File: src/tpd_pkg.sv
package tpd_pkg;

   localparam int REPORT_LEN       = 8;
   localparam int NUM_KEYS_DEFAULT = 3;
   localparam int MAX_RES          = 3;
   localparam int QUEUE_DEPTH      = 2;
   localparam int QPTR_W           = (QUEUE_DEPTH > 1) ? $clog2(QUEUE_DEPTH) : 1;
   localparam int QCNT_W           = $clog2(QUEUE_DEPTH + 1);

   localparam logic [7:0]  HDR_BYTE       = 8'h52;
   localparam logic [7:0]  FILL_BYTE      = 8'hff;
   localparam logic [7:0]  THRESHOLD_RST  = 8'd5;
   localparam logic [15:0] TIMEOUT_RST    = 16'd333;
   localparam logic [11:0] Y_MAX_RST      = 12'd2047;

   localparam logic [1:0] CSR_THRESHOLD = 2'd0;
   localparam logic [1:0] CSR_TIMEOUT   = 2'd1;
   localparam logic [1:0] CSR_Y_MAX     = 2'd2;

   typedef enum logic [2:0] {
      CMD_TICK,
      CMD_ERROR,
      CMD_TOUCH,
      CMD_RELEASE,
      CMD_BUTTON
   } cmd_op_type;

   typedef enum logic [1:0] {
      EV_PRESS   = 2'd0,
      EV_RELEASE = 2'd1,
      EV_KEY     = 2'd2,
      EV_ERROR   = 2'd3
   } event_kind_type;

   // data[0] holds report byte 1, data[5] report byte 6
   typedef struct packed {
      cmd_op_type      op;
      logic [5:0][7:0] data;
   } cmd_type;

   typedef struct packed {
      logic              valid;
      logic              full;
      logic [QCNT_W-1:0] count;
   } q_stat_type;

   typedef struct packed {
      logic [7:0]  threshold;
      logic [15:0] timeout;
      logic [11:0] y_max;
   } cfg_type;

   typedef struct packed {
      event_kind_type kind;
      logic           finger;
      logic [12:0]    x;
      logic [15:0]    y;
      logic [1:0]     key;
      logic           last;
   } res_type;

endpackage

File: src/tpd_front.sv
module tpd_front (
   input  logic             clock,
   input  logic             reset,
   input  logic             accept,
   input  logic             opcode,
   input  logic [7:0]       packet_byte,
   input  logic             packet_start,
   output logic             push,
   output tpd_pkg::cmd_type cmd
);
   import tpd_pkg::*;

   localparam logic [2:0] LAST_POS = 3'(REPORT_LEN - 1);

   logic [2:0] byte_pos_ff, byte_pos_in;
   logic [7:0] sum_ff, sum_in;
   logic [7:0] bytes_ff [REPORT_LEN-1];
   logic [2:0] pos;
   logic       hdr_ok;
   logic       fill_pattern;

   assign pos = packet_start ? 3'd0 : byte_pos_ff;

   always_comb begin
      byte_pos_in = byte_pos_ff;
      sum_in      = sum_ff;
      if (accept && !opcode) begin
         byte_pos_in = (pos == LAST_POS) ? 3'd0 : pos + 3'd1;
         if (pos == 3'd0) begin
            sum_in = packet_byte;
         end else if (pos != LAST_POS) begin
            sum_in = sum_ff + packet_byte;
         end
      end
   end

   always_ff @(posedge clock) begin
      if (reset) begin
         byte_pos_ff <= '0;
         sum_ff      <= '0;
      end else begin
         byte_pos_ff <= byte_pos_in;
         sum_ff      <= sum_in;
      end
   end

   always_ff @(posedge clock) begin
      if (accept && !opcode && pos != LAST_POS) begin
         bytes_ff[pos] <= packet_byte;
      end
   end

   assign hdr_ok = (bytes_ff[0] == HDR_BYTE) && ((8'd0 - sum_ff) == packet_byte);
   assign fill_pattern = (bytes_ff[1] == FILL_BYTE) && (bytes_ff[2] == FILL_BYTE)
                      && (bytes_ff[3] == FILL_BYTE) && (bytes_ff[4] == 8'h00)
                      && (bytes_ff[6] == FILL_BYTE);

   always_comb begin
      push = accept && (opcode || pos == LAST_POS);
      for (int i = 0; i < 6; i++) begin
         cmd.data[i] = bytes_ff[i + 1];
      end
      if (opcode) begin
         cmd.op = CMD_TICK;
      end else if (!hdr_ok) begin
         cmd.op = CMD_ERROR;
      end else if (fill_pattern) begin
         cmd.op = (bytes_ff[5] != 8'h00) ? CMD_BUTTON : CMD_RELEASE;
      end else begin
         cmd.op = CMD_TOUCH;
      end
   end

endmodule

File: src/tpd_queue.sv
module tpd_queue (
   input  logic                clock,
   input  logic                reset,
   input  logic                push,
   input  tpd_pkg::cmd_type    push_cmd,
   input  logic                pop,
   output tpd_pkg::cmd_type    head,
   output tpd_pkg::q_stat_type stat
);
   import tpd_pkg::*;

   cmd_type           entry_ff [QUEUE_DEPTH];
   logic [QPTR_W-1:0] wr_ptr_ff, wr_ptr_in;
   logic [QPTR_W-1:0] rd_ptr_ff, rd_ptr_in;
   logic [QCNT_W-1:0] count_ff, count_in;
   logic              do_push, do_pop;

   assign stat.valid = (count_ff != '0);
   assign stat.full  = (count_ff == QCNT_W'(QUEUE_DEPTH));
   assign stat.count = count_ff;
   assign head       = entry_ff[rd_ptr_ff];

   assign do_push = push && !stat.full;
   assign do_pop  = pop && stat.valid;

   always_comb begin
      wr_ptr_in = wr_ptr_ff;
      rd_ptr_in = rd_ptr_ff;
      count_in  = count_ff;
      if (do_push) begin
         wr_ptr_in = (wr_ptr_ff == QPTR_W'(QUEUE_DEPTH - 1)) ? '0 : wr_ptr_ff + QPTR_W'(1);
      end
      if (do_pop) begin
         rd_ptr_in = (rd_ptr_ff == QPTR_W'(QUEUE_DEPTH - 1)) ? '0 : rd_ptr_ff + QPTR_W'(1);
      end
      if (do_push && !do_pop) begin
         count_in = count_ff + QCNT_W'(1);
      end else if (do_pop && !do_push) begin
         count_in = count_ff - QCNT_W'(1);
      end
   end

   always_ff @(posedge clock) begin
      if (reset) begin
         wr_ptr_ff <= '0;
         rd_ptr_ff <= '0;
         count_ff  <= '0;
      end else begin
         wr_ptr_ff <= wr_ptr_in;
         rd_ptr_ff <= rd_ptr_in;
         count_ff  <= count_in;
      end
   end

   always_ff @(posedge clock) begin
      if (do_push) begin
         entry_ff[wr_ptr_ff] <= push_cmd;
      end
   end

endmodule

File: src/tpd_back.sv
module tpd_back #(
   parameter int NUM_KEYS = tpd_pkg::NUM_KEYS_DEFAULT
) (
   input  logic             clock,
   input  logic             reset,
   input  tpd_pkg::cfg_type cfg,
   input  logic             head_valid,
   input  tpd_pkg::cmd_type head,
   output logic             pop,
   output logic             rsp_valid,
   input  logic             rsp_ready,
   output tpd_pkg::res_type rsp
);
   import tpd_pkg::*;

   logic                     step_ff, step_in;
   logic                     phase_ff, phase_in;
   logic [NUM_KEYS-1:0]      pend_ff, pend_in;
   logic [NUM_KEYS-1:0][7:0] cnt_ff, cnt_in;
   logic [NUM_KEYS-1:0]      flag_ff, flag_in;
   logic [15:0]              timer_ff, timer_in;
   logic [1:0]               fcount_ff, fcount_in;
   logic [12:0]              sx_ff [2];
   logic [15:0]              sy_ff [2];
   logic                     rsp_valid_ff;
   res_type                  rsp_ff;

   logic                     out_free, emit, store_pts;
   res_type                  res;

   logic [11:0] x0, y0, x1r, y1r, mag;
   logic [12:0] x1;
   logic [15:0] y1d, py0, py1;
   logic        two;

   logic [NUM_KEYS-1:0][7:0] cnt_next;
   logic [NUM_KEYS-1:0]      hit, ev_mask, low, rest;
   logic [1:0]               taken;
   logic [1:0]               kidx;
   logic [7:0]               key_bits;

   assign out_free  = !rsp_valid_ff || rsp_ready;
   assign rsp_valid = rsp_valid_ff;
   assign rsp       = rsp_ff;

   // touch decode
   assign x0  = {head.data[0][7:4], head.data[1]};
   assign y0  = {head.data[0][3:0], head.data[2]};
   assign x1r = {head.data[3][7:4], head.data[4]};
   assign y1r = {head.data[3][3:0], head.data[5]};
   assign two = (x1r != '0) || (y1r != '0);
   assign x1  = {1'b0, x1r} + {1'b0, x0};
   assign mag = {1'b0, ~y1r[10:0]} + 12'd1;
   assign y1d = y1r[11] ? ({4'b0, y0} - {4'b0, mag}) : ({4'b0, y1r} + {4'b0, y0});
   assign py0 = {4'b0, cfg.y_max} - {4'b0, y0};
   assign py1 = {4'b0, cfg.y_max} - y1d;

   // button decode
   assign key_bits = head.data[4];
   always_comb begin
      taken   = '0;
      ev_mask = '0;
      for (int i = 0; i < NUM_KEYS; i++) begin
         cnt_next[i] = (key_bits[i] && cnt_ff[i] != 8'hff) ? cnt_ff[i] + 8'd1 : cnt_ff[i];
         hit[i]      = key_bits[i] && (cnt_next[i] > cfg.threshold) && !flag_ff[i];
         if (hit[i] && taken != 2'(MAX_RES)) begin
            ev_mask[i] = 1'b1;
            taken      = taken + 2'd1;
         end
      end
   end

   assign low  = pend_ff & (~pend_ff + NUM_KEYS'(1));
   assign rest = pend_ff & ~low;
   always_comb begin
      kidx = '0;
      for (int i = 0; i < NUM_KEYS; i++) begin
         if (low[i]) begin
            kidx = 2'(i);
         end
      end
   end

   always_comb begin
      pop       = 1'b0;
      emit      = 1'b0;
      store_pts = 1'b0;
      res       = '0;
      step_in   = step_ff;
      phase_in  = phase_ff;
      pend_in   = pend_ff;
      cnt_in    = cnt_ff;
      flag_in   = flag_ff;
      timer_in  = timer_ff;
      fcount_in = fcount_ff;
      if (head_valid) begin
         case (head.op)
            CMD_TICK: begin
               pop = 1'b1;
               if (timer_ff != '0) begin
                  timer_in = timer_ff - 16'd1;
                  if (timer_ff == 16'd1) begin
                     cnt_in  = '0;
                     flag_in = '0;
                  end
               end
            end
            CMD_ERROR: begin
               if (out_free) begin
                  emit     = 1'b1;
                  pop      = 1'b1;
                  res.kind = EV_ERROR;
                  res.last = 1'b1;
               end
            end
            CMD_TOUCH: begin
               if (out_free) begin
                  emit       = 1'b1;
                  res.kind   = EV_PRESS;
                  res.finger = step_ff;
                  res.x      = step_ff ? x1 : {1'b0, x0};
                  res.y      = step_ff ? py1 : py0;
                  res.last   = step_ff || !two;
                  if (res.last) begin
                     pop       = 1'b1;
                     store_pts = 1'b1;
                     step_in   = 1'b0;
                     fcount_in = two ? 2'd2 : 2'd1;
                  end else begin
                     step_in = 1'b1;
                  end
               end
            end
            CMD_RELEASE: begin
               if (fcount_ff == 2'd0) begin
                  pop = 1'b1;
               end else if (out_free) begin
                  emit       = 1'b1;
                  res.kind   = EV_RELEASE;
                  res.finger = step_ff;
                  res.x      = sx_ff[step_ff];
                  res.y      = sy_ff[step_ff];
                  res.last   = ({1'b0, step_ff} == fcount_ff - 2'd1);
                  if (res.last) begin
                     pop     = 1'b1;
                     step_in = 1'b0;
                  end else begin
                     step_in = 1'b1;
                  end
               end
            end
            CMD_BUTTON: begin
               if (!phase_ff) begin
                  timer_in = (cfg.timeout == '0) ? 16'd1 : cfg.timeout;
                  cnt_in   = cnt_next;
                  flag_in  = flag_ff | hit;
                  pend_in  = ev_mask;
                  if (ev_mask == '0) begin
                     pop = 1'b1;
                  end else begin
                     phase_in = 1'b1;
                  end
               end else if (out_free) begin
                  emit     = 1'b1;
                  res.kind = EV_KEY;
                  res.key  = kidx;
                  res.last = (rest == '0);
                  pend_in  = rest;
                  if (res.last) begin
                     pop      = 1'b1;
                     phase_in = 1'b0;
                  end
               end
            end
            default: begin
               pop = 1'b1;
            end
         endcase
      end
   end

   always_ff @(posedge clock) begin
      if (reset) begin
         step_ff      <= 1'b0;
         phase_ff     <= 1'b0;
         pend_ff      <= '0;
         cnt_ff       <= '0;
         flag_ff      <= '0;
         timer_ff     <= '0;
         fcount_ff    <= '0;
         sx_ff[0]     <= '0;
         sx_ff[1]     <= '0;
         sy_ff[0]     <= '0;
         sy_ff[1]     <= '0;
         rsp_valid_ff <= 1'b0;
      end else begin
         step_ff   <= step_in;
         phase_ff  <= phase_in;
         pend_ff   <= pend_in;
         cnt_ff    <= cnt_in;
         flag_ff   <= flag_in;
         timer_ff  <= timer_in;
         fcount_ff <= fcount_in;
         if (store_pts) begin
            sx_ff[0] <= {1'b0, x0};
            sy_ff[0] <= py0;
            sx_ff[1] <= x1;
            sy_ff[1] <= py1;
         end
         if (emit) begin
            rsp_valid_ff <= 1'b1;
         end else if (rsp_ready) begin
            rsp_valid_ff <= 1'b0;
         end
      end
   end

   always_ff @(posedge clock) begin
      if (emit) begin
         rsp_ff <= res;
      end
   end

endmodule

File: src/touch_report_packet_decoder.sv
// channel  direction  tdata (low bit up)                         tuser / tlast
// req_     in         packet_byte[7:0]                           opcode, packet_start
// rsp_     out        finger_index, pos_x[12:0], pos_y[15:0],    event_kind[1:0] /
//                     key_index[1:0]                             last_of_run
// csr_     in         index 0 threshold, 1 timeout, 2 y max      write only
//
// One request a cycle while the queue has room; a report's results leave one a cycle
// while rsp_tready is high, via the command queue and result register. A button report
// updates its key counters before its key events. A two-entry command queue sits between
// byte framing and the event sequencer; req_tready drops only while it is full.
// Reset is synchronous: framing, stored points, key counts, timer and queue clear,
// registers return to their defaults.
module touch_report_packet_decoder #(
   parameter int NUM_KEYS = tpd_pkg::NUM_KEYS_DEFAULT
) (
   input  logic        clock,
   input  logic        reset,
   input  logic        req_tvalid,
   output logic        req_tready,
   input  logic [7:0]  req_tdata,   // packet_byte[7:0]
   input  logic [1:0]  req_tuser,   // opcode, packet_start
   output logic        rsp_tvalid,
   input  logic        rsp_tready,
   output logic [31:0] rsp_tdata,   // finger_index, pos_x[12:0], pos_y[15:0], key_index[1:0]
   output logic [1:0]  rsp_tuser,   // event_kind[1:0]
   output logic        rsp_tlast,
   input  logic        csr_we,
   input  logic [1:0]  csr_index,
   input  logic [15:0] csr_wdata
);
   import tpd_pkg::*;

   cfg_type    cfg_ff;
   logic       accept, push, pop;
   cmd_type    cmd, head;
   q_stat_type q_stat;
   res_type    rsp;

   always_ff @(posedge clock) begin
      if (reset) begin
         cfg_ff.threshold <= THRESHOLD_RST;
         cfg_ff.timeout   <= TIMEOUT_RST;
         cfg_ff.y_max     <= Y_MAX_RST;
      end else if (csr_we) begin
         case (csr_index)
            CSR_THRESHOLD: cfg_ff.threshold <= csr_wdata[7:0];
            CSR_TIMEOUT:   cfg_ff.timeout   <= csr_wdata;
            CSR_Y_MAX:     cfg_ff.y_max     <= csr_wdata[11:0];
            default: ;
         endcase
      end
   end

   assign req_tready = !q_stat.full;
   assign accept     = req_tvalid && req_tready;

   tpd_front u_front (
      .clock        (clock),
      .reset        (reset),
      .accept       (accept),
      .opcode       (req_tuser[0]),
      .packet_byte  (req_tdata),
      .packet_start (req_tuser[1]),
      .push         (push),
      .cmd          (cmd)
   );

   tpd_queue u_queue (
      .clock    (clock),
      .reset    (reset),
      .push     (push),
      .push_cmd (cmd),
      .pop      (pop),
      .head     (head),
      .stat     (q_stat)
   );

   tpd_back #(
      .NUM_KEYS (NUM_KEYS)
   ) u_back (
      .clock      (clock),
      .reset      (reset),
      .cfg        (cfg_ff),
      .head_valid (q_stat.valid),
      .head       (head),
      .pop        (pop),
      .rsp_valid  (rsp_tvalid),
      .rsp_ready  (rsp_tready),
      .rsp        (rsp)
   );

   assign rsp_tdata = {rsp.key, rsp.y, rsp.x, rsp.finger};
   assign rsp_tuser = rsp.kind;
   assign rsp_tlast = rsp.last;

   a_queue_bound: assert property (@(posedge clock) disable iff (reset)
      q_stat.count <= QCNT_W'(QUEUE_DEPTH))
      else $error("command queue overfilled");

   a_error_alone: assert property (@(posedge clock) disable iff (reset)
      rsp_tvalid && rsp_tuser == EV_ERROR |-> rsp_tlast && rsp_tdata == '0)
      else $error("error result not a lone empty request");

   a_key_no_point: assert property (@(posedge clock) disable iff (reset)
      rsp_tvalid && rsp_tuser == EV_KEY |-> rsp_tdata[29:0] == '0)
      else $error("key result carries point fields");

   a_point_no_key: assert property (@(posedge clock) disable iff (reset)
      rsp_tvalid && (rsp_tuser == EV_PRESS || rsp_tuser == EV_RELEASE)
      |-> rsp_tdata[31:30] == '0)
      else $error("point result carries key index");

endmodule

File: config.mk
export PLATFORM = sky130hd
export DESIGN_NAME = touch_report_packet_decoder
export DESIGN_NICKNAME = d
export VERILOG_FILES = /design/src/tpd_pkg.sv /design/src/tpd_front.sv /design/src/tpd_queue.sv /design/src/tpd_back.sv /design/src/touch_report_packet_decoder.sv
export SDC_FILE = /design/constraint.sdc
export NUM_CORES = 1
export LEC_CHECK = 0
export BUFFER_PORTS_ARGS = -buffer_cell sky130_fd_sc_hd__buf_2
export CORE_ASPECT_RATIO = 1.1
export CORE_MARGIN = 1
export CORE_UTILIZATION = 45
export CTS_CLUSTER_SIZE = 30
export DETAILED_ROUTE_END_ITERATION = 6
export GPL_TIMING_DRIVEN = 0
export HOLD_SLACK_MARGIN = 0.15
export PLACE_DENSITY = 0.62
export SLEW_MARGIN = 15
export SYNTH_ARGS = -nofsm -noshare
export SYNTH_HDL_FRONTEND = slang
export SYNTH_SLANG_ARGS = --single-unit
File: constraint.sdc
create_clock -name clock -period 12.5 [get_ports clock]
set_input_delay 2.5 -clock clock [delete_from_list [all_inputs] [get_ports clock]]
set_output_delay 2.5 -clock clock [all_outputs]
set_load 0.03 [all_outputs]
# Yosys cells after proc, flatten, opt, wreduce, memory -nomap -nowiden
# Memory sizes are Yosys's and may differ from the RTL's. A register that Yosys moved wholly into a read port is not among the register bits.
# Index checks and enable logic that the tools add are counted.
# Widths: inputs -> output; s select.
# classes
addsub,20
div_mod_pow,0
magnitude_cmp,3
shifts,0
bitwise_logic,14
reduce_logical,68
n_eq_ne,29
mux,103
mul,0
# ops
cell,count
$mux 16,7
$mux 24,3
$pmux 30 s2,1
$mux 1,54
$pmux 24 s2,1
$mux 8,5
$mux 13,3
$mux 3,11
$eq 8x8->1 const B,4
$mux 32,1
$pmux 16 s2,1
$mux 31,1
$mux 30,1
$add 12x12->13,2
$sub 12x12->13,2
$add 8x1->8 const B,3
$gt 8x8->1,3
$logic_and 1x1->1,24
$ne 8x8->1 const B,3
$reduce_bool 12->1,2
$eq 16x1->1 const B,1
$logic_not 16->1,1
$mux 2,8
$reduce_bool 16->1,1
46 further kinds,94
# word_totals
latch_bits,0
ramBits,216
regBits,137
out_inout_bits,37
inputBits,33
romBits,0
wordCells,266
memories,4
# mem_list
name,words,word_bits,rd,rd_clocked_by_memory_dff,wr,line,text
u_queue.entry_ff,2,51,1,1,1,tpd_queue.sv:12,cmd_type entry_ff [QUEUE_DEPTH];
u_front.bytes_ff,7,8,7,0,1,tpd_front.sv:17,logic [7:0] bytes_ff [REPORT_LEN-1];
u_back.sy_ff,2,16,1,1,2,tpd_back.sv:24,logic [15:0] sy_ff [2];
u_back.sx_ff,2,13,1,1,2,tpd_back.sv:23,logic [12:0] sx_ff [2];

# Longest topological paths before layout
# logic_depth
word_depth,22
mapped_depth,23
mapped_depth_nobuf,21

# Modules after synthesis
# Synthesis repeated with hierarchy kept, for this count alone.
# hier_totals
hier_cells,1640
area_unflattened_um2,18232.5
# by_module_without_submodules
module,area_each_um2,n_inst,cells_each,seq_area_each_um2
tpd_back,9854.5,1,1084,3713.6
tpd_queue,3887.5,1,184,3163.0
tpd_front,2995.4,1,222,1901.8
touch_report_packet_decoder,1495.2,1,150,720.7

# Least setup slack after synthesis
# OpenSTA, ideal clock, no wires.
# synth_path
path_kind,input to register
start,in rsp_tready
end,mem u_back.sx_ff[0][0] (enable)
path_slack_ns,5.197
arrival_time_ns,6.762
t_required_ns,11.960
path_stages,4
setup_ns,0.540
n_path_buf,0
path_cell_list,nor2b_1 > nor3_4 > nand2_2 > o21ai_0
# synth_rtl
element,line,text
start: declaration,touch_report_packet_decoder.sv:23,"input logic rsp_tready,"
end: declaration,tpd_back.sv:23,

==> out/metrics.cfg <==
[floorplan]
initial_core_util_pct=46.04
row_count=76
core-area_sq_um=39460
die_w_um=193.6
die_y_um=212.7
die-area_sq_um=41180
io_pins=70

[timing]
whs_ns=0.4649
skew_ns=0.01407
fin_setup_tns_ns=0
fmax_mhz=166.7
rsz0062_at_grt=false
period_minus_slack_ns=5.999
hold_viol=0
final_max_slew_viol_count=0
setup_viol=0
fin_crit_sh_pct=47.99
worst_pin_slew_ns=1.006
maxSlewHeadroom_pct=32.43

[power_and_ir_drop]
power.internal_mw=2.453
pwr-share-clk_pct=29.5
irDropWorstVdd_mv=0.08198
leakagePower_nw=7.562
seqPwrFrac_pct=36.1
powerDensity_nw_per_um2=183.3
power_switching_mw=1.318
power_frac_comb_pct=34.4
swShare_pct=34.96

[drt]
via_count=13340
drtIter0Drc=1106
ant_nets=0
top_layer=met4
drc=0
routed_wl_um=46970
wl_per_cell_um=20.06
wl_met1_um=21060
vias_per_cell=5.695
wl_met3_um=2132
dr_wl_met2_um=22260
drtPass1Iterations=5

[cells_and_area]
antenna_cells=0
nFillCells=3481
layout.nets=1934
drive_gt1_share_pct=13.79
area_delta_synth_final_pct=13.24

[setup_path]
crit_type=reg2reg
cpMostUsedCell=a21oi_1
crit_path_end_kind=flip-flop
crit_path_cell_trace=buf_6, buf_6, buf_2, buf_2, buf_1, mux2_2, ha_1, fa_1, a211oi_1, o21ai_0, a21oi_1, o21ai_0, a21o_1, a21oi_1, xor2_1, ha_1, a21o_1, a21oi_1, a21oi_1, o22ai_1, o21a_1
start_kind=flip-flop
r2r_setup_slack_ns=6.50
arrival_ns=6.28
slowest_stage=buf_1
cp.required_ns=12.79
rr_endpoint=u_back.rsp[18]
crit_fanout=10
critPathTopFamily=compound AO/OA/AOI/OAI gates
r2r_cells=21
cpPeakStageDelay_ns=0.48
path_buf_inv=5

[placed_design]
place_hpwl_um=35630
portBuffers=68
gp_congestion=0.9152

[yosys]
synth_cell_types=86
synth_edf_count=247
synthArstFlopShare_pct=0
synth_cells=1681
synth_ff_type=edfxtp_1
syn_area_sq_um=18170
ys_seq_area_share_pct=52.28
synth_fp_nets=1811
synth_seq_cells=351
ys_warn_count=0
syn_avg_cell_area_sq_um=10.81

[min_path]
min_from=u_front.bytes_ff[4][0]
min_delay_worst_endpoint=u_queue.entry_ff[1][24]
hold_path_class=reg2reg
hold_depth=0

[clocking]
cts_root_buffer=clkbuf_16
cts_buffers=39
clock_path_buffers=3
tritoncts=done
clkSlewWorstSetupHoldPaths_ns=0.06
post-cts-setup-buffer-count=0
ctsHoldBuffers=0
ctsResizeCount=0
htreeDepth=2
clock_sinks=351
insertion_delay_ns=0.54

[global_routing]
grt_usage_pct=22.93
grt_max_degree=52
grt_overflow=0
antenna_found_initial=0
grt_pass1_wl_um=72800
grt_pass1_vias=12860

[status]
status=complete, no violations

[flow_run]
maxCapViolCount=0

## synth_stat cells, drive strengths merged, types with 4 or more instances
library cell	number	area [sq um]
nor2	184	700.7
nand4	21	131.4
mux2i	51	523.0
o21a	21	157.7
fa	5	100.1
nor3	37	196.4
a311oi	12	142.6
nand2b	12	75.07
and2	7	43.80
buf	26	157.7
inv	71	266.5
nor4	33	242.7
xor2	31	271.5
edfxtp	247	7417
a31oi	16	106.4
nand2	154	593.1
o211ai	12	90.09
o21ai	65	325.3
o211a	4	40.04
or2	5	31.28
a221oi	5	43.79
a22oi	11	82.58
xnor2	44	385.4
a211oi	16	140.1
nor2b	30	187.7
o22ai	7	43.79
and3	10	62.56
ha	92	1151
dfxtp	104	2082
nand3b	7	52.55
nand3	30	155.1
a32o	8	80.08
a21oi	125	625.6
and4	7	61.31
o21bai	5	37.54
a21o	23	173.9
clkbuf	35	131.4
mux2	44	499.2
o31ai	8	60.06
nor3b	7	62.56
or3	7	43.79
## cells in the final DEF (no fill, tap or decap), types with 50 or more instances in the layout
master	n
dfxtp_1	104
mux2i_1	50
nand2_1	150
ha_1	92
buf_2	82
nor2_1	180
a21oi_1	125
edfxtp_1	247
inv_1	70
o21ai_0	63
## how the worst max path moves through the flow
| stage | slack (ns) | from | cells past startpoint | end |
|---|---|---|---|---|
| global route | 6.18 | flip-flop | 18 | u_back.rsp[12] |
| floorplan | 5.20 | rsp_tready | 4 | u_back.sx_ff[0][0] |
| finish | 6.50 | flip-flop | 21 | u_back.rsp[18] |
| CTS | 6.57 | flip-flop | 18 | u_back.rsp[12] |
| detailed placement | 6.63 | flip-flop | 18 | u_back.rsp[12] |
| global placement | 2.84 | rsp_tready | 5 | u_back.sx_ff[0][4] |
## stage by stage
stage / std cells / area (sq um) / setup WS [ns] / utilization, % / power, mW
global route: 2342 / 20570 / 6.177 / 52.14 / 3.968
finish: 2342 / 20570 / 6.502 / 52.14 / 3.772
CTS: 2342 / 20570 / 6.573 / 52.14 / 3.776
detailed placement: 2270 / 19330 / 6.626 / 48.99 / 2.664
global placement: 2256 / 19140 / 2.843 / 48.51 / 2.642
floorplan: 1681 / 18170 / 5.197 / - / 2.341
## power by group through the flow
| stage | registers, mW | logic [mW] | clock network, mW |
|---|---|---|---|
| final | 1.36 | 1.30 | 1.11 |
| after global placement | 1.39 | 1.25 | 0 |
| after floorplan | 1.40 | 0.941 | 0 |
| after detailed placement | 1.39 | 1.28 | 0 |
| after global routing | 1.37 | 1.43 | 1.17 |
| after CTS | 1.36 | 1.29 | 1.13 |
## state kept, by name (all words and copies together) (netlist names), named ones only
signal,count
u_back.pend_ff,3
u_queue.wr_ptr_ff,1
u_back.rsp_valid,1
u_back.rsp,35
u_back.sy_ff,29
u_back.cnt_ff,24
u_back.sx_ff,25
u_back.step_ff,1
u_back.timer_ff,16
u_back.phase_ff,1
u_front.byte_pos_ff,3
u_front.bytes_ff,56
u_queue.count_ff,2
u_queue.rd_ptr_ff,1
u_back.fcount_ff,2
cfg_ff,36
u_back.flag_ff,3
u_queue.entry_ff,102
u_front.sum_ff,8
## area by class of cell
| cell class | count | area, sq um | share of cell area, % |
|---|---|---|---|
| flip-flops and latches | 351 | 9499 | 46.17 |
| multi-input cells | 1198 | 8174 | 39.73 |
| clock buffers | 53 | 1100 | 5.345 |
| well taps | 507 | 634.4 | 3.083 |
| repair buffers | 82 | 469.2 | 2.280 |
| plain buffers | 61 | 289.0 | 1.405 |
| inverters | 71 | 266.5 | 1.295 |
| clock inverters | 19 | 142.6 | 0.6933 |
## logic make-up after synthesis
logic type	share of synthesized area (%)
xor+xnor	3.615
mux	5.626
simple gates	15.03
buf+inv	3.058
fa+ha+maj	6.942
flops	52.28
compound gates	13.45
## metal layers
metal	global-route usage, %	vias up
met1	30.32	6438
li1	-	6462
met5	0	-
met3	3.001	84
met4	8.469	0
met2	38.63	353
(Power assumes the default switching activity.)
